===== src/hdl/qrs_div_cell.sv =====
// One cell of the dual divider chain: one quotient bit of both roots per beat.
module qrs_div_cell #(
  parameter int DW    = 33,
  parameter int NW    = 50,
  parameter int TAG_W = 8
) (
  input  logic              clk,
  input  logic              rst_n,
  input  logic              v_i,
  input  logic [TAG_W-1:0]  tag_i,
  input  logic [DW-1:0]     den_i,
  input  logic [NW-1:0]     num1_i,
  input  logic [DW-1:0]     rem1_i,
  input  logic [NW-1:0]     num2_i,
  input  logic [DW-1:0]     rem2_i,
  output logic              v_o,
  output logic [TAG_W-1:0]  tag_o,
  output logic [DW-1:0]     den_o,
  output logic [NW-1:0]     num1_o,
  output logic [DW-1:0]     rem1_o,
  output logic [NW-1:0]     num2_o,
  output logic [DW-1:0]     rem2_o
);

  logic [DW:0] cur1;
  logic [DW:0] cur2;
  logic [DW:0] den_x;
  logic        fit1;
  logic        fit2;
  logic [DW:0] sub1;
  logic [DW:0] sub2;

  // Restoring step on both numerators against the shared divisor.
  always_comb begin
    den_x = {1'b0, den_i};
    cur1  = {rem1_i, num1_i[NW-1]};
    cur2  = {rem2_i, num2_i[NW-1]};
    fit1  = (cur1 >= den_x);
    fit2  = (cur2 >= den_x);
    sub1  = cur1 - den_x;
    sub2  = cur2 - den_x;
  end

  // Valid bit of the beat in this cell.
  always_ff @(posedge clk) begin
    if (!rst_n) begin
      v_o <= 1'b0;
    end else begin
      v_o <= v_i;
    end
  end

  // Quotient bits shift in where numerator bits shift out.
  always_ff @(posedge clk) begin
    tag_o  <= tag_i;
    den_o  <= den_i;
    num1_o <= {num1_i[NW-2:0], fit1};
    num2_o <= {num2_i[NW-2:0], fit2};
    rem1_o <= fit1 ? sub1[DW-1:0] : cur1[DW-1:0];
    rem2_o <= fit2 ? sub2[DW-1:0] : cur2[DW-1:0];
  end

endmodule


===== config.mk =====
export PLATFORM = sky130hd
export DESIGN_NAME = qrs_div_cell
export DESIGN_NICKNAME = d
export VERILOG_FILES = /design/src/hdl/qrs_div_cell.sv
export SDC_FILE = /design/constraint.sdc
export NUM_CORES = 1
export LEC_CHECK = 0
export BUFFER_PORTS_ARGS = -buffer_cell sky130_fd_sc_hd__buf_2
export CAP_MARGIN = 10
export CORE_AREA = 3 3 162 164
export CTS_BUF_LIST = sky130_fd_sc_hd__clkbuf_8
export CTS_CLUSTER_DIAMETER = 80
export DETAILED_ROUTE_END_ITERATION = 7
export DIE_AREA = 0 0 165 167
export GPL_TIMING_DRIVEN = 1
export MAX_ROUTING_LAYER = met4
export SYNTH_ARGS = -nofsm -noshare
export SYNTH_HDL_FRONTEND = slang
export SYNTH_SLANG_ARGS = --single-unit

===== constraint.sdc =====
create_clock -name clk -period 4.44 [get_ports clk]
set_input_delay 0.888 -clock clk [delete_from_list [all_inputs] [get_ports clk]]
set_output_delay 0.888 -clock clk [all_outputs]
set_load 0.01 [all_outputs]

=== Yosys cells after proc, flatten, opt, wreduce, memory -nomap -nowiden ===
Index checks and enable logic that the tools add are counted.

* Register bits after elaboration: 208
* Bits in latches: 0
* Bits in writable memories: 0
* ROM bits: 0
* Bits of input ports: 210
* Output and inout port bits: 208
* Word-level logic and storage cells: 13
* Memories kept: 0

* $add $sub $neg: 2
* Multiply operators: 0
* Divide/modulo/power cells: 0
* Order comparisons: 2
* Eq/ne operators: 0
* Shift operators: 0
* Mux-type cells: 2
* Bitwise gates (word level): 0
* Reductions and logical operators: 0

{| class="wikitable"
|+ Operators by type and width
! operator !! number
|-
| $ge 34x33->1 || 2
|-
| $mux 33 || 2
|-
| $sub 33x33->33 || 2
|}

=== Depth between registers and ports, before layout ===
* Depth after elaboration: 2
* Depth in mapped cells: 14
* Gate-level depth less buffers: 13

=== Least setup slack after synthesis ===
Ideal clock, no wire load.

* Path kind: input to register
* From: input port num2_i[49]
* To: register rem2_o[10]
* Setup time: 0.123 ns
* Data arrival time: 3.670 ns
* Required time: 4.317 ns
* Slack: 0.646 ns
* Stages on the path: 14
* Path buffers: 1
* Path through: inv_1 > ha_1 > inv_1 > fa_1 > a211oi_2 > o21ai_0 > a21o_1 > a41oi_2 > o21ai_1 > a221o_2 > a31oi_4 > o311ai_4 > buf_6 > mux2_1

* Cells in the longest elaborated chain, start to end: 2
* Elaborated cells between the ends (all ways): 3
* Those cells by class: 1 x add/sub; 1 x order compare; 1 x mux

{| class="wikitable"
|+ Ends and longest elaborated chain
! what !! RTL line !! source
|-
| from (decl) || 14 || <nowiki>input logic [NW-1:0] num2_i,</nowiki>
|-
| $sub 33x33->33 or $ge 34x33->1 (tied branches) || 41, 39 ||
|-
| $mux 33 * || 60 || <nowiki>rem2_o <= fit2 ? sub2[DW-1:0] : cur2[DW-1:0];</nowiki>
|-
| to (signal assigned) || 60 ||
|-
| to (decl) || 22 || <nowiki>output logic [DW-1:0] rem2_o</nowiki>
|}

Every way passes the cells marked *; elsewhere a longest branch is shown, timed or not.
A chain may end at the register's enable or synchronous reset.

=== Final worst setup path ===
* From: input port den_i[0]
* To: register rem2_o[15]

* Cells in the longest elaborated chain, start to end: 2
* Elaborated cells between the ends (all ways): 3
* Those cells by class: 1 x add/sub; 1 x order compare; 1 x mux

{| class="wikitable"
|+ Ends and longest elaborated chain
! what !! RTL line !! source
|-
| from (decl) || 11 || <nowiki>input logic [DW-1:0] den_i,</nowiki>
|-
| $sub 33x33->33 or $ge 34x33->1 (tied branches) || 41, 39 ||
|-
| $mux 33 * || 60 ||
|}

Marked as above.

==> impl_results.rst <==
.. list-table::
   :header-rows: 1

   * - Metric
     - Value
   * - Grt ovf
     - 0
   * - Cell family with the largest share of critical-path delay
     - compound AO/OA/AOI/OAI gates
   * - Placer Congestion
     - ~0.88
   * - Number of buffers and inverters on the critical path
     - 3
   * - CP cell instances
     - buf_2 -> ha_1 -> inv_1 -> fa_1 -> a211oi_2 -> o21ai_0 -> a21o_1 -> a41oi_2 -> o21ai_1 -> a221o_2 -> a31oi_4 -> o311ai_4 -> buf_12 -> mux2_1
   * - Number of DRC markers after the initial detailed-route iteration
     - between 300 and 400
   * - Final HPWL from detailed placement
     - ~24000 um
   * - Share of cells above drive strength 1
     - 43.40%
   * - GRT Overall Usage
     - around 21%
   * - Dominant register cell in the synthesized netlist
     - sky130_fd_sc_hd__dfxtp_1
   * - Measured slew at the worst slew-check pin
     - just over 0.6 ns
   * - Met3 wirelength from detailed routing
     - a little under 2000 um
   * - Synthesis Warnings
     - 0
   * - Average size of a mapped cell
     - around 11 um^2
   * - Synthesized instance count
     - 804
   * - Final Worst Setup Slack
     - 0.6842 ns
   * - Worst Path Required
     - about 5 ns
   * - Maximum vdd ir drop
     - 0.0002435 V
   * - Start point of the critical path
     - den_i[0]
   * - Area grow syn2layout
     - 38.36%
   * - Site Rows
     - 58
   * - Post-synthesis register bit count
     - 208
   * - Max-slew violation count
     - 0
   * - Area after detailed placement
     - ~11000 um^2
   * - Static leakage
     - approximately 6 nW
   * - Category of the worst setup path launch point
     - primary input
   * - Most common cell after layout, fill and taps aside
     - sky130_fd_sc_hd__buf_2
   * - Sinks on the clock net
     - between 200 and 250
   * - Initial DRT Pass Iterations
     - 5
   * - Overall power after layout
     - approximately 5.4 mW
   * - Maximum clock frequency
     - about 270 MHz
   * - Root buffer cell
     - sky130_fd_sc_hd__clkbuf_8
   * - Total clock buffers created by CTS
     - 38
   * - Hold wc startpoint
     - tag_i[6]
   * - Worst hold-check path type
     - in -> reg
   * - Most frequent cells in the layout
     - sky130_fd_sc_hd__buf_2 (417), sky130_fd_sc_hd__dfxtp_1 (208), sky130_fd_sc_hd__ha_1 (66)
   * - Maximum buffer depth of the clock tree
     - 3
   * - Global-route wire length before repair
     - 42920 um
   * - Worst EP arrival
     - about 4.2 ns
   * - Post-route cell area
     - about 12000 um^2
   * - Post-layout minimum cycle time
     - 3.756 ns
   * - Number of antenna-violating nets in the routed design
     - 0
   * - Setup TNS
     - 0 ns
   * - Final routed wirelength across all metal layers
     - between 20000 and 30000 um
   * - Outcome
     - completed
   * - Hold-fix buffers, CTS
     - 0
   * - Post-CTS Setup Inserts
     - 0
   * - Vias
     - 7647
   * - Die width
     - around 170 um
   * - Via density per instance
     - about 4.7
   * - Post-synth EDFFs
     - 0
   * - Capturing element type of the critical path
     - flop
   * - Total setup violations reported at the end of the flow
     - 0
   * - Vias in the first global route
     - between 7000 and 8000
   * - Final net count
     - between 1500 and 2000
   * - Crit-path max FO
     - 18
   * - Ratio of total power to cell area
     - 441.9 nW/um^2
   * - Wire length per cell after detailed routing
     - 18.09 um
   * - Area of the mapped netlist
     - around 8800 um^2
   * - Detailed-routed wire length on met2
     - approximately 15000 um
   * - Worst Setup Path Type
     - in -> reg
   * - Core Footprint
     - 25040 um^2
   * - Die span in y
     - between 150 and 200 um
   * - Remaining DRCs
     - 0
   * - Met1 routed wirelength after detailed routing
     - about 11000 um
   * - Slew headroom
     - 58.85%
   * - DIE AREA
     - about 28000 um^2
   * - Area fraction of the dominant cell type after synthesis
     - between 40% and 50%
   * - Number of unique standard cell types used by synthesis
     - 68
   * - Number of hold-slack violations in the final timing report
     - 0
   * - Delay contributed by the slowest stage of the critical path
     - between 0.4 and 0.5 ns
   * - Standard cell with the maximum stage delay on the critical path
     - sky130_fd_sc_hd__fa_1
   * - Number of levels the H-tree was split into
     - 2
   * - Top layer reached by signal wires
     - met4
   * - Number of maximum-capacitance violations
     - 0
   * - Cell types with the largest area share after synthesis
     - sky130_fd_sc_hd__dfxtp_1 (48%), sky130_fd_sc_hd__ha_1 (9.4%), sky130_fd_sc_hd__mux2_4 (4.5%), sky130_fd_sc_hd__xnor2_1 (3.4%), sky130_fd_sc_hd__mux2_2 (3.1%)
   * - Largest net degree at the start of global routing
     - 25
   * - Async set or reset register ratio after synthesis
     - 0%
   * - Biggest area consumer among synthesized cells
     - sky130_fd_sc_hd__dfxtp_1
   * - Worst hold margin
     - around 0.46 ns
   * - Register area share after synthesis
     - roughly 48%
   * - # IOs
     - 418
   * - CTS tree
     - done
   * - Syn Nets
     - about 1100
   * - Clock-pin slew on the worst setup and hold paths
     - approximately 0.060 ns
   * - Effective utilization at floorplan
     - between 30% and 40%
   * - Port buffer count
     - roughly 420
   * - Post-place setup slack
     - around 0.15 ns
   * - Number of antenna violations at the first check in global routing
     - 1
   * - Final critical-path share of the clock period
     - 84.59%
   * - Count of instances resized after the clock tree is built
     - 0
   * - Unrepaired setup endpoints after global routing
     - false
[path summary, 6_finish.rpt]
kind / cells after the start / to / slack (ns)
max: 14 / rem2_o[15]$_DFF_P_ / 0.68
min: 1 / tag_o[6]$_DFF_P_ / 0.46
[layout make-up]
| cell class | instances | area (um^2) |
|---|---|---|
| diodes | 1 | 2.502 |
| clock buffers | 51 | 701.9 |
| clock inverters | 18 | 163.9 |
| fillers | 2371 | 12910 |
| inverters | 52 | 195.2 |
| multi-input cells | 523 | 4270 |
| flip-flops and latches | 208 | 4164 |
| well taps | 330 | 412.9 |
| repair buffers | 429 | 2215 |
[routing by layer]
metal	GRT usage [%]	vias up
li1	-	3760
met1	22.23	3528
met2	36.19	297
met3	4.652	62
met4	8.169	0
met5	-	-
[registers in the layout (all words and copies together), names as in the netlist]
register  count
num1_o       50
num2_o       50
den_o        33
rem1_o       33
rem2_o       33
tag_o         8
v_o           1
[cells in the mapped netlist, drive strengths merged (3+ instances only)]
library cell	n
dfxtp	208
ha	66
mux2	62
inv	52
a21oi	44
nand2	39
xnor2	34
a21o	32
o21ai	32
nor2	30
xor2	25
nand4	18
buf	12
nand3	12
nor3	12
o21bai	11
a211oi	10
a31oi	9
clkbuf	9
nor2b	8
o21a	8
and2	6
and3	6
nand2b	6
o211ai	5
a221oi	4
a311oi	3
mux2i	3
nor4b	3
o2111ai	3
or3	3
[power by group]
group	switching [mW]	total [mW]	internal, mW
logic	0.650	1.23	0.578
clock network	0.804	2.01	1.21
registers	0.0511	2.12	2.07
total	1.51	5.36	3.85
[cell families after synthesis]
family / share of synthesized area, %
flops: 47.52
compound gates: 14.86
simple gates: 8.667
buf+inv: 3.755
fa+ha+maj: 9.880
mux: 9.423
xor+xnor: 5.897
[metrics by stage]
| step | cells | util (%) |
|---|---|---|
| 2_1_floorplan | 804 | - |
| 4_1_cts | 1611 | 48.42 |
| 3_3_place_gp | 1542 | 44.96 |
| 6_report | 1612 | 48.43 |
| 3_5_place_dp | 1542 | 44.96 |
| 5_1_grt | 1612 | 48.43 |
(Power assumes the default switching activity.)
