===== src/hdl/qrs_sqrt_cell.sv =====
// One cell of the square root chain: settles one root bit per beat.
module qrs_sqrt_cell #(
  parameter int SW    = 33,
  parameter int TAG_W = 8
) (
  input  logic              clk,
  input  logic              rst_n,
  input  logic              v_i,
  input  logic [TAG_W-1:0]  tag_i,
  input  logic [2*SW-1:0]   rad_i,
  input  logic [SW+1:0]     rem_i,
  input  logic [SW-1:0]     root_i,
  output logic              v_o,
  output logic [TAG_W-1:0]  tag_o,
  output logic [2*SW-1:0]   rad_o,
  output logic [SW+1:0]     rem_o,
  output logic [SW-1:0]     root_o
);

  localparam int RW = 2 * SW;
  localparam int MW = SW + 2;

  logic [MW+1:0] cur;
  logic [MW+1:0] trial;
  logic          fits;
  logic [MW+1:0] diff;

  // Bring down the next two radicand bits and try a one in this position.
  always_comb begin
    cur   = {rem_i, rad_i[RW-1:RW-2]};
    trial = {{(MW-SW){1'b0}}, root_i, 2'b01};
    fits  = (cur >= trial);
    diff  = cur - trial;
  end

  // Valid bit of the beat in this cell.
  always_ff @(posedge clk) begin
    if (!rst_n) begin
      v_o <= 1'b0;
    end else begin
      v_o <= v_i;
    end
  end

  // Partial root, remainder and side data move one cell on.
  always_ff @(posedge clk) begin
    tag_o  <= tag_i;
    rad_o  <= {rad_i[RW-3:0], 2'b00};
    rem_o  <= fits ? diff[MW-1:0] : cur[MW-1:0];
    root_o <= {root_i[SW-2:0], fits};
  end

endmodule


===== config.mk =====
export PLATFORM = sky130hd
export DESIGN_NAME = qrs_sqrt_cell
export DESIGN_NICKNAME = d
export VERILOG_FILES = /design/src/hdl/qrs_sqrt_cell.sv
export SDC_FILE = /design/constraint.sdc
export NUM_CORES = 1
export LEC_CHECK = 0
export ABC_CLOCK_PERIOD_IN_PS = 3300
export BUFFER_PORTS_ARGS = -buffer_cell sky130_fd_sc_hd__buf_2
export CORE_ASPECT_RATIO = 1.5
export CORE_MARGIN = 5
export CORE_UTILIZATION = 45
export DETAILED_ROUTE_END_ITERATION = 6
export PLACE_DENSITY = 0.81
export SETUP_SLACK_MARGIN = 0.2
export SLEW_MARGIN = 15
export SYNTH_ARGS = -nofsm -noshare
export SYNTH_HDL_FRONTEND = slang
export SYNTH_SLANG_ARGS = --single-unit

===== constraint.sdc =====
create_clock -name clk -period 3.3 [get_ports clk]
set_input_delay 0.495 -clock clk [delete_from_list [all_inputs] [get_ports clk]]
set_output_delay 0.495 -clock clk [all_outputs]
set_load 0.02 [all_outputs]

# Yosys cells after proc, flatten, opt, wreduce, memory -nomap -nowiden

Index checks and enable logic that the tools add are counted.

Mux-type cells: 1
$lt $le $gt $ge: 1
$add $sub $neg: 1

Operators by type and width:

| cell             | number |
|---|---|
| $ge A37 B35 Y1   | 1 |
| $mux W35         | 1 |
| $sub A35 B35 Y35 | 1 |

Input port bits: 145
Register bits: 141
Output and inout port bits: 143
Word-level logic and storage cells: 8

# Longest topological paths before layout

Gate-level depths: netlist of the first run.

Word-level depth: 2
Mapped depth: 13
Gate-level depth less buffers: 10

# Worst setup path before layout of the first run

OpenSTA, ideal clock, no wires.

Kind: input to register
From: in root_i[4]
To: reg rem_o[10]
Library setup time: 121 ps
Stages on the path: 12
Path buffers: 2
Data arrival time: 2817 ps
Path slack: 361 ps
Required time: 3179 ps
Cells stage by stage: inv_1 ha_1 o21a_1 o211ai_2 a311oi_1 nor4_2 a2111oi_2 o21a_2 o211a_1 buf_6 buf_12 mux2_4

Cells in the longest elaborated chain, start to end: 2
Elaborated cells between the ends (all ways): 3
Classes of those cells: 1 x add/sub; 1 x order compare; 1 x mux

Ends and longest elaborated chain:

| what                                               | RTL line | RTL |
|---|---|---|
| start, declared                                    | 12       | `input logic [SW-1:0] root_i,` |
| $sub A35 B35 Y35 or $ge A37 B35 Y1 (tied branches) | 33, 32   |  |
| $mux W35 (*)                                       | 49       | `rem_o <= fits ? diff[MW-1:0] : cur[MW-1:0];` |
| end signal, assigned                               | 49       |  |
| end, declared                                      | 16       | `output logic [SW+1:0] rem_o,` |

Every way passes the cells marked *; elsewhere a longest branch is shown, timed or not.
A chain may end at the register's enable or synchronous reset.

# Worst setup path in the final report of the first run

From: in root_i[4]
To: reg rem_o[4]

Cells in the longest elaborated chain, start to end: 2

Ends and longest elaborated chain:

| what           | RTL line | RTL |
|---|---|---|
| $ge A37 B35 Y1 | 32       | `fits = (cur >= trial);` |
| $mux W35       | 49       |  |

Every way passes these cells.

==> impl_metrics.ini, run 1 <==
[timing]
setup_viol = 0
finalSetupTns_ps = 0
rsz0062_at_grt = no
fmax_ghz = 0.354
setup_slack_ps = 472
finalHoldViolCount = 0
post-route-min-period_ps = 2830
maxSlewViolCount = 0
period_share_pct = 85.7

[synthesis]
synth_edf_count = 0
ys_warn_count = 0
synth_seq_cells = 141
synth_area_um2 = 5490
yosysUniqueCellTypes = 57
synth_largest_area_cell = dfxtp_1
synth_most_common_cell = dfxtp_1
syn_inst = 498
async_reset_ff_share_pct = 0
synthTopCellsByCount = dfxtp_1 (141), inv_1 (41), ha_1 (35)
synthFlopType = dfxtp_1
synth.avg_cell_area_um2 = 11.0
synth_area_leaders = dfxtp_1 (51%), ha_1 (8.0%), mux2_4 (6.8%)
yosysSeqAreaShare_pct = 51.4
synth_top_cell_area_share_pct = 51.4

[worst_setup_path]
crit_type = in2reg
cp_max_fo = 19
required_ps = 3600
crit_chain = buf_2, inv_1, ha_1, o21a_1, o211ai_2, a311oi_1, nor4_2, a2111oi_2, o21a_2, o211a_2, buf_12, mux2_2
critPathLaunch = root_i[4]
endpoint_kind = flip-flop
slowest_stage = a2111oi_2
crit_path_max_incr_delay_ps = 410
cp-endpoint = rem_o[4]
cp-start-kind = input pin
critical_path_arrival_ps = 3130

[cts]
clkTransAtPathRegs_ps = 60
cts-buffers-inserted = 17
ctsRootBufferMaster = clkbuf_16
cts_buffer_depth = 2
cts_tree = built
clock_sinks = 141
cts_resized = 0
postCtsHoldBufs = 0
cts_setup_buffers = 0
cts_max_level = 4

[cells_and_area]
drive_gt1_share_pct = 45.8
n_fill_cell = 1018
syn2layout_area_growth_pct = 39.3
final_nets = 977

[die]
fp.dieArea_um2 = 14600
die_w_um = 100
core_um2 = 12000
rows = 49
io_pins = 288
dieHeight_um = 145
start_util_pct = 45.9

[place]
hpwl_mm = 13.4
gp_congestion = 0.886
port_buffers = 285
pre_cts_slack_ps = 56.8

[grt]
grt_overflow = 0
grt_antenna_before_repair = 1
grt_pass1_wl_mm = 24.7
grt_pass1_vias = 4809
grt_max_degree = 20
grt.total_usage_pct = 21.8

[drt]
antenna_left = 0
routed_via_density = 4.88
vias = 4700
detail_route.first_pass.iterations = 5
drt_iter0_markers = 167
routed_wl_mm = 16.1
drc = 0
wl_per_cell_um = 16.7

[hold_path]
hold_path_class = in2reg

[run_status]
status = complete, no violations

[power]
leakagePower_nw = 4.01
power_w = 0.00484
ir_worst_vdd_mv = 0.312
power.density_nw_per_um2 = 633

[run]
maxCapViolCount = 0
## worst min path at each step
| stage | to | start | depth (start not counted) | slack [ps] |
|---|---|---|---|---|
| 2_1_floorplan | rad_o[10] | rad_i[8] | 0 | 520 |
| 3_3_place_gp | rad_o[3] | rad_i[1] | 1 | 600 |
| 3_5_place_dp | rad_o[38] | rad_i[36] | 1 | 600 |
| 4_1_cts | rad_o[40] | rad_i[38] | 1 | 160 |
| 5_1_grt | rad_o[38] | rad_i[36] | 1 | 150 |
| 6_report | rad_o[38] | rad_i[36] | 1 | 180 |
## sequential cells by signal, summed over array words and instances (netlist names)
register and flops:
rem_o 35, root_o 33, v_o 1, rad_o 64
tag_o 8
## layout by cell type (no fill, tap or decap), drive strengths merged, types with 8 or more instances in the layout
cell	n
mux2	31
inv	49
nand2	25
o21ai	13
dfxtp	141
ha	35
xnor2	19
nor2	22
clkbuf	18
nand3	9
xor2	14
a21o	26
a21oi	30
nand4	8
buf	297
## report_power, final
group / internal, W / leakage [nW] / switching [W]
combinational: 0.000496 / 2.56 / 0.000648
clock: 0.000989 / 0.260 / 0.000793
sequential: 0.00188 / 1.19 / 0.0000403
## layer usage
metal / up-vias / GRT usage [%] / wire length (µm)
met4: 2 / 11.2 / 564
li1: 2327 / - / -
met3: 35 / 6.20 / 1320
met2: 226 / 40.3 / 8670
met5: - / 0 / 13
met1: 2110 / 21.3 / 5500
## kinds of logic after synthesis
family	count (synthesis)	share of synthesized area, %
fa+ha+maj	35	7.97
buf+inv	59	5.22
xor+xnor	33	5.26
mux	34	8.61
flops	141	51.4
other cells	1	0.0683
simple gates	88	7.84
compound gates	107	13.6
## per-stage QoR
stage | cell area [µm²] | utilization, % | hold WS [ps] | std cells
finish | 7650 | 64.0 | 176 | 964
global route | 7650 | 64.0 | 153 | 963
floorplan | 5500 | - | 523 | 499
CTS | 7650 | 64.0 | 162 | 963
global placement | 7100 | 59.4 | 597 | 931
detailed placement | 7100 | 59.4 | 599 | 931
## layout make-up
class	instances	area [µm²]	share of cell area, %
multi-input combinational	299	2390	31.2
timing repair buffer	297	1540	20.1
sequential	141	2820	36.9
inverter	41	154	2.01
clock buffer	18	429	5.61
tap	153	191	2.50
clock inverter	14	125	1.64
antenna	1	2.50	0.0327
## worst max-delay path, delay by kind of cell
family | cells | cell delay, ps
fa+ha+maj | 1 | 370
buf+inv | 3 | 330
simple gates | 1 | 130
mux | 1 | 350
compound gates | 6 | 1460
Power figures use the tool's default switching activity.
==> inputs of run 2 (changes only) <==
--- a/config.mk
+++ b/config.mk
@@ -5,13 +5,15 @@
 export SDC_FILE = /design/constraint.sdc
 export NUM_CORES = 1
 export LEC_CHECK = 0
+export ABC_AREA = 1
 export ABC_CLOCK_PERIOD_IN_PS = 3300
 export BUFFER_PORTS_ARGS = -buffer_cell sky130_fd_sc_hd__buf_2
 export CORE_ASPECT_RATIO = 1.5
 export CORE_MARGIN = 5
-export CORE_UTILIZATION = 45
+export CORE_UTILIZATION = 47
 export DETAILED_ROUTE_END_ITERATION = 6
-export PLACE_DENSITY = 0.81
+export GPL_TIMING_DRIVEN = 0
+export PLACE_DENSITY = 0.82
 export SETUP_SLACK_MARGIN = 0.2
 export SLEW_MARGIN = 15
 export SYNTH_ARGS = -nofsm -noshare
==> impl_metrics.ini, run 2 <==
[run_status]
status = complete, no violations

[grt]
grt_max_degree = 17
grt_pass1_vias = 6290
grt_pass1_wl_mm = 29.9
grt_overflow = 0
grt_antenna_before_repair = 2
grt.total_usage_pct = 25.7

[cts]
cts_tree = built
cts_resized = 0
clock_sinks = 141
cts_max_level = 4
cts_setup_buffers = 0
clkTransAtPathRegs_ps = 70
cts_buffer_depth = 2
postCtsHoldBufs = 0
cts-buffers-inserted = 17
ctsRootBufferMaster = clkbuf_16

[drt]
drt_iter0_markers = 283
routed_via_density = 4.78
antenna_left = 0
drc = 0
routed_wl_mm = 20.2
vias = 6184
wl_per_cell_um = 15.6
detail_route.first_pass.iterations = 6

[synthesis]
synth_area_leaders = dfxtp_1 (46%), nand2_1 (15%), inv_1 (8.8%)
syn_inst = 815
yosysUniqueCellTypes = 32
yosysSeqAreaShare_pct = 46.1
synth_largest_area_cell = dfxtp_1
synth_top_cell_area_share_pct = 46.1
synth_most_common_cell = nand2_1
synth_area_um2 = 6130
async_reset_ff_share_pct = 0
ys_warn_count = 0
synth_seq_cells = 141
synthTopCellsByCount = nand2_1 (252), inv_1 (143), dfxtp_1 (141)
synthFlopType = dfxtp_1
synth.avg_cell_area_um2 = 7.52
synth_edf_count = 0

[worst_setup_path]
critical_path_arrival_ps = 2420
required_ps = 3620
cp-start-kind = input pin
critical_path.top_delay_family = compound AO/OA/AOI/OAI gates
endpoint_kind = flip-flop
cp_max_fo = 10
cpMostUsedCell = nand2_1
crit_type = in2reg
crit_chain = buf_2, ha_1, a21oi_1, nand2_1, nand2_1, nand2_1, a21oi_2, nand4_4, buf_4, o21ai_1
crit_path_max_incr_delay_ps = 380
slowest_stage = ha_1
critPathBufInv = 2

[place]
gp_congestion = 0.998
hpwl_mm = 17.0
port_buffers = 285

[die]
fp.dieArea_um2 = 15500
core_um2 = 12900
die_w_um = 103
io_pins = 288
start_util_pct = 47.5
dieHeight_um = 150
rows = 51

[power]
leakagePower_nw = 4.77
ir_worst_vdd_mv = 0.306
power.density_nw_per_um2 = 580

[timing]
finalHoldViolCount = 0
period_share_pct = 63.7
tightestPinTransition_ps = 567
whs_ps = 174
maxSlewViolCount = 0
post-route-min-period_ps = 2100
slew_headroom_pct = 62.1
rsz0062_at_grt = no
finalSetupTns_ps = 0
fmax_ghz = 0.476
setup_viol = 0

[run]
maxCapViolCount = 0

[cells_and_area]
regMostFlops = rad_o
reg_top3 = rad_o x64, rem_o x35, root_o x33
syn2layout_area_growth_pct = 36.2
final_common_cell = buf_2
largest_reg_flops = 64
final_nets = 1300
final_cell_mix = buf_2 (286), nand2_1 (252), inv_1 (143)
drive_gt1_share_pct = 30.5

[hold_path]
hold_path_class = in2reg
## run 2: changes by cell type after synthesis, sizes merged, moves of 10 or more
cell and delta:
inv +102, clkbuf -10, mux2 -31, nand3b +10, nand3 +55, a21o -25, nand2 +232, nor2 +40
xnor2 -18
## run 2: per-layer routing
layer	vias up	global-route usage [%]	wire, µm
li1	3126	-	-
met1	2756	22.9	6410
met2	252	51.5	11400
met3	50	4.90	1510
met4	0	13.3	857
met5	-	0	0
## run 2: power by group
group          total (W)  leakage (nW)  switching [W]  internal, W
combinational    0.00107          3.30       0.000700     0.000373
sequential       0.00189          1.19      0.0000321      0.00186
clock            0.00187         0.285       0.000847      0.00103
total            0.00484          4.77        0.00158      0.00326
## run 2: kinds of logic (layout without fill, tap and decap cells)
group / Yosys count / after routing / share of synthesized area [%]
buffers and inverters: 155 / 472 / 10.4
AO/OA/AOI/OAI: 55 / 55 / 5.04
other: 1 / 3 / 0.0612
XOR/XNOR: 17 / 17 / 2.43
adder cells (fa/ha/maj): 35 / 35 / 7.15
AND/OR/NAND/NOR: 411 / 411 / 28.8
flip-flops: 141 / 141 / 46.1
## run 2: layout make-up
class | count | area (µm²)
tap | 159 | 199
timing repair buffer | 285 | 1430
multi-input combinational | 520 | 2670
antenna | 1 | 2.50
fill | 1181 | 4550
clock inverter | 14 | 146
buffer | 10 | 95.1
clock buffer | 18 | 439
sequential | 141 | 2820
inverter | 145 | 544
## run 2: path summary, 6_finish.rpt
kind              startpoint        end  slack [ps]  cells after the start
setup / recovery   rem_i[22]   rem_o[9]        1200                     10
hold / removal     rad_i[23]  rad_o[25]         170                      1
## run 2: per-stage QoR
| step | setup WS, ps | instances | instance area [µm²] | util (%) | power (W) |
|---|---|---|---|---|---|
| after detailed placement | 778 | 1260 | 7760 | 60.2 | 0.00300 |
| after global placement | 766 | 1260 | 7760 | 60.2 | 0.00298 |
| after CTS | 1210 | 1292 | 8340 | 64.7 | 0.00488 |
| final | 1200 | 1293 | 8340 | 64.7 | 0.00484 |
| after floorplan | 1340 | 816 | 6130 | - | 0.00260 |
| after global routing | 1040 | 1293 | 8340 | 64.7 | 0.00507 |
==> inputs of run 3 (changes only) <==
--- a/config.mk
+++ b/config.mk
@@ -5,15 +5,15 @@
 export SDC_FILE = /design/constraint.sdc
 export NUM_CORES = 1
 export LEC_CHECK = 0
-export ABC_AREA = 1
-export ABC_CLOCK_PERIOD_IN_PS = 3300
+export ABC_AREA = 0
+export ABC_CLOCK_PERIOD_IN_PS = 2150
 export BUFFER_PORTS_ARGS = -buffer_cell sky130_fd_sc_hd__buf_2
 export CORE_ASPECT_RATIO = 1.5
 export CORE_MARGIN = 5
-export CORE_UTILIZATION = 47
+export CORE_UTILIZATION = 45
 export DETAILED_ROUTE_END_ITERATION = 6
 export GPL_TIMING_DRIVEN = 0
-export PLACE_DENSITY = 0.82
+export PLACE_DENSITY = 0.81
 export SETUP_SLACK_MARGIN = 0.2
 export SLEW_MARGIN = 15
 export SYNTH_ARGS = -nofsm -noshare
==> constraint.sdc (replaced) <==
create_clock -name clk -period 2.15 [get_ports clk]
set_input_delay 0.3225 -clock clk [delete_from_list [all_inputs] [get_ports clk]]
set_output_delay 0.3225 -clock clk [all_outputs]
set_load 0.02 [all_outputs]
==> impl_metrics.ini, run 3 (synthesized netlist as in run 1, its figures left out) <==
[run_status]
status = complete, but fails checks
failed_checks = negative setup slack

[die]
io_pins = 288
die_w_um = 100
core_um2 = 12000
dieHeight_um = 145
rows = 49
start_util_pct = 45.9
fp.dieArea_um2 = 14600

[drt]
routed_via_density = 5.04
drc = 0
routed_wl_mm = 18.2
antenna_left = 0
drt_iter0_markers = 192
wl_per_cell_um = 17.7
vias = 5183
detail_route.first_pass.iterations = 5

[cells_and_area]
final_cell_mix = buf_2 (282), dfxtp_1 (141), dlygate4sd3_1 (38)
syn2layout_area_growth_pct = 58.6
largest_reg_flops = 64
final_common_cell = buf_2
final_nets = 1042
drive_gt1_share_pct = 50.3
reg_top3 = rad_o x64, rem_o x35, root_o x33
final_area_um2 = 8710
regMostFlops = rad_o
finish.utilization_pct = 72.9

[timing]
post-route-min-period_ps = 2520
finalHoldViolCount = 0
setup_slack_ps = -367
setup_viol = 36
rsz0062_at_grt = yes
period_share_pct = 117
maxSlewViolCount = 0
fmax_ghz = 0.397
whs_ps = 10.2

[cts]
cts_max_level = 4
cts_buffer_depth = 2
clkTransAtPathRegs_ps = 60
cts_tree = built
cts-buffers-inserted = 17
clock_sinks = 141
ctsRootBufferMaster = clkbuf_16

[grt]
grt_max_degree = 17
grt.total_usage_pct = 23.5
grt_pass1_wl_mm = 27.0
grt_overflow = 0
grt_antenna_before_repair = 2
grt_pass1_vias = 5402

[power]
leakagePower_nw = 4.41
ir_worst_vdd_mv = 0.534
power.density_nw_per_um2 = 889

[worst_setup_path]
crit_path_max_incr_delay_ps = 400
endpoint_kind = flip-flop
critical_path.top_delay_family = simple AND/OR/NAND/NOR gates
required_ps = 2450
crit_chain = buf_2, inv_1, ha_1, and2_1, nand3_1, nor4_4, a21o_1, or2_2, o211a_1, buf_12, clkbuf_16, mux2_4
cp-start-kind = input pin
critPathLaunch = root_i[20]
cp_max_fo = 7
critical_path_arrival_ps = 2810
critPathBufInv = 4
slowest_stage = ha_1
crit_type = in2reg

[hold_path]
hold_path_class = in2reg
hp-start = rad_i[43]
hold_path_depth = 1
hold_path_end = rad_o[45]

[place]
place_area_um2 = 7290
port_buffers = 285
hpwl_mm = 13.3
gp_congestion = 0.859

[run]
maxCapViolCount = 0
## run 3: cell types whose count changed in the layout (fill, tap and decap cells not counted), moves of 7 or more
| cell | before | now |
|---|---|---|
| nand2_1 | 252 | 25 |
| inv_1 | 143 | 35 |
| nand3_1 | 63 | 8 |
| dlygate4sd3_1 | 0 | 38 |
| nor2_1 | 56 | 22 |
| mux2_4 | 0 | 31 |
| a21o_1 | 1 | 26 |
| xnor2_1 | 1 | 19 |
| buf_4 | 3 | 19 |
| o21ai_1 | 17 | 1 |
| ha_1 | 35 | 22 |
| nand3b_1 | 10 | 0 |
| ha_4 | 0 | 9 |
| o21ai_0 | 4 | 11 |
## run 3: power breakdown
| group | internal (W) | switching (W) | leakage (nW) |
|---|---|---|---|
| combinational | 0.000960 | 0.00111 | 2.97 |
| sequential | 0.00288 | 0.0000655 | 1.19 |
| clock | 0.00151 | 0.00122 | 0.258 |
| total | 0.00535 | 0.00239 | 4.41 |
## run 3: routing by layer
metal / vias up / global-route usage [%] / part of all wire (%)
li1: 2460 / - / -
met1: 2411 / 21.1 / 33
met2: 257 / 45.6 / 55
met3: 53 / 7.44 / 7.9
met4: 2 / 11.5 / 4.0
met5: - / 0 / 0.071
## run 3: repair_timing
action	CTS	global route
pin swaps	7	10
endpoints found under the setup margin	36	36
hold endpoints to repair	30	8
cloned	0	2
hold buffers	30	8
gates resized for setup	40	23
setup buffers	13	6
## run 3: worst max-delay path by stage
stage / cells past startpoint / endpoint / slack (ps)
floorplan: 11 / rem_o[10] / -400
global route: 12 / rem_o[10] / -460
finish: 12 / rem_o[26] / -370
detailed placement: 11 / rem_o[30] / -1020
CTS: 13 / rem_o[12] / -300
global placement: 11 / rem_o[30] / -1020
## run 3: final cells by class
| cell class | instances | area, µm² |
|---|---|---|
| fillers | 822 | 3240 |
| flip-flops and latches | 141 | 2820 |
| multi-input cells | 299 | 2730 |
| repair buffers | 344 | 2050 |
| clock buffers | 17 | 425 |
| well taps | 153 | 191 |
| plain buffers | 18 | 190 |
| inverters | 41 | 179 |
| clock inverters | 14 | 123 |
| diodes | 1 | 2.50 |
## run 3: metrics by stage
stage                     std cells  total power, W  setup TNS [ps]  worst slack (ps)
after floorplan                 499         0.00419          -12420              -402
final                          1028         0.00774          -11500              -367
after global placement          937         0.00477          -28660             -1020
after CTS                      1011         0.00768           -9090              -304
after global routing           1028         0.00806          -15010              -462
after detailed placement        937         0.00480          -29140             -1020
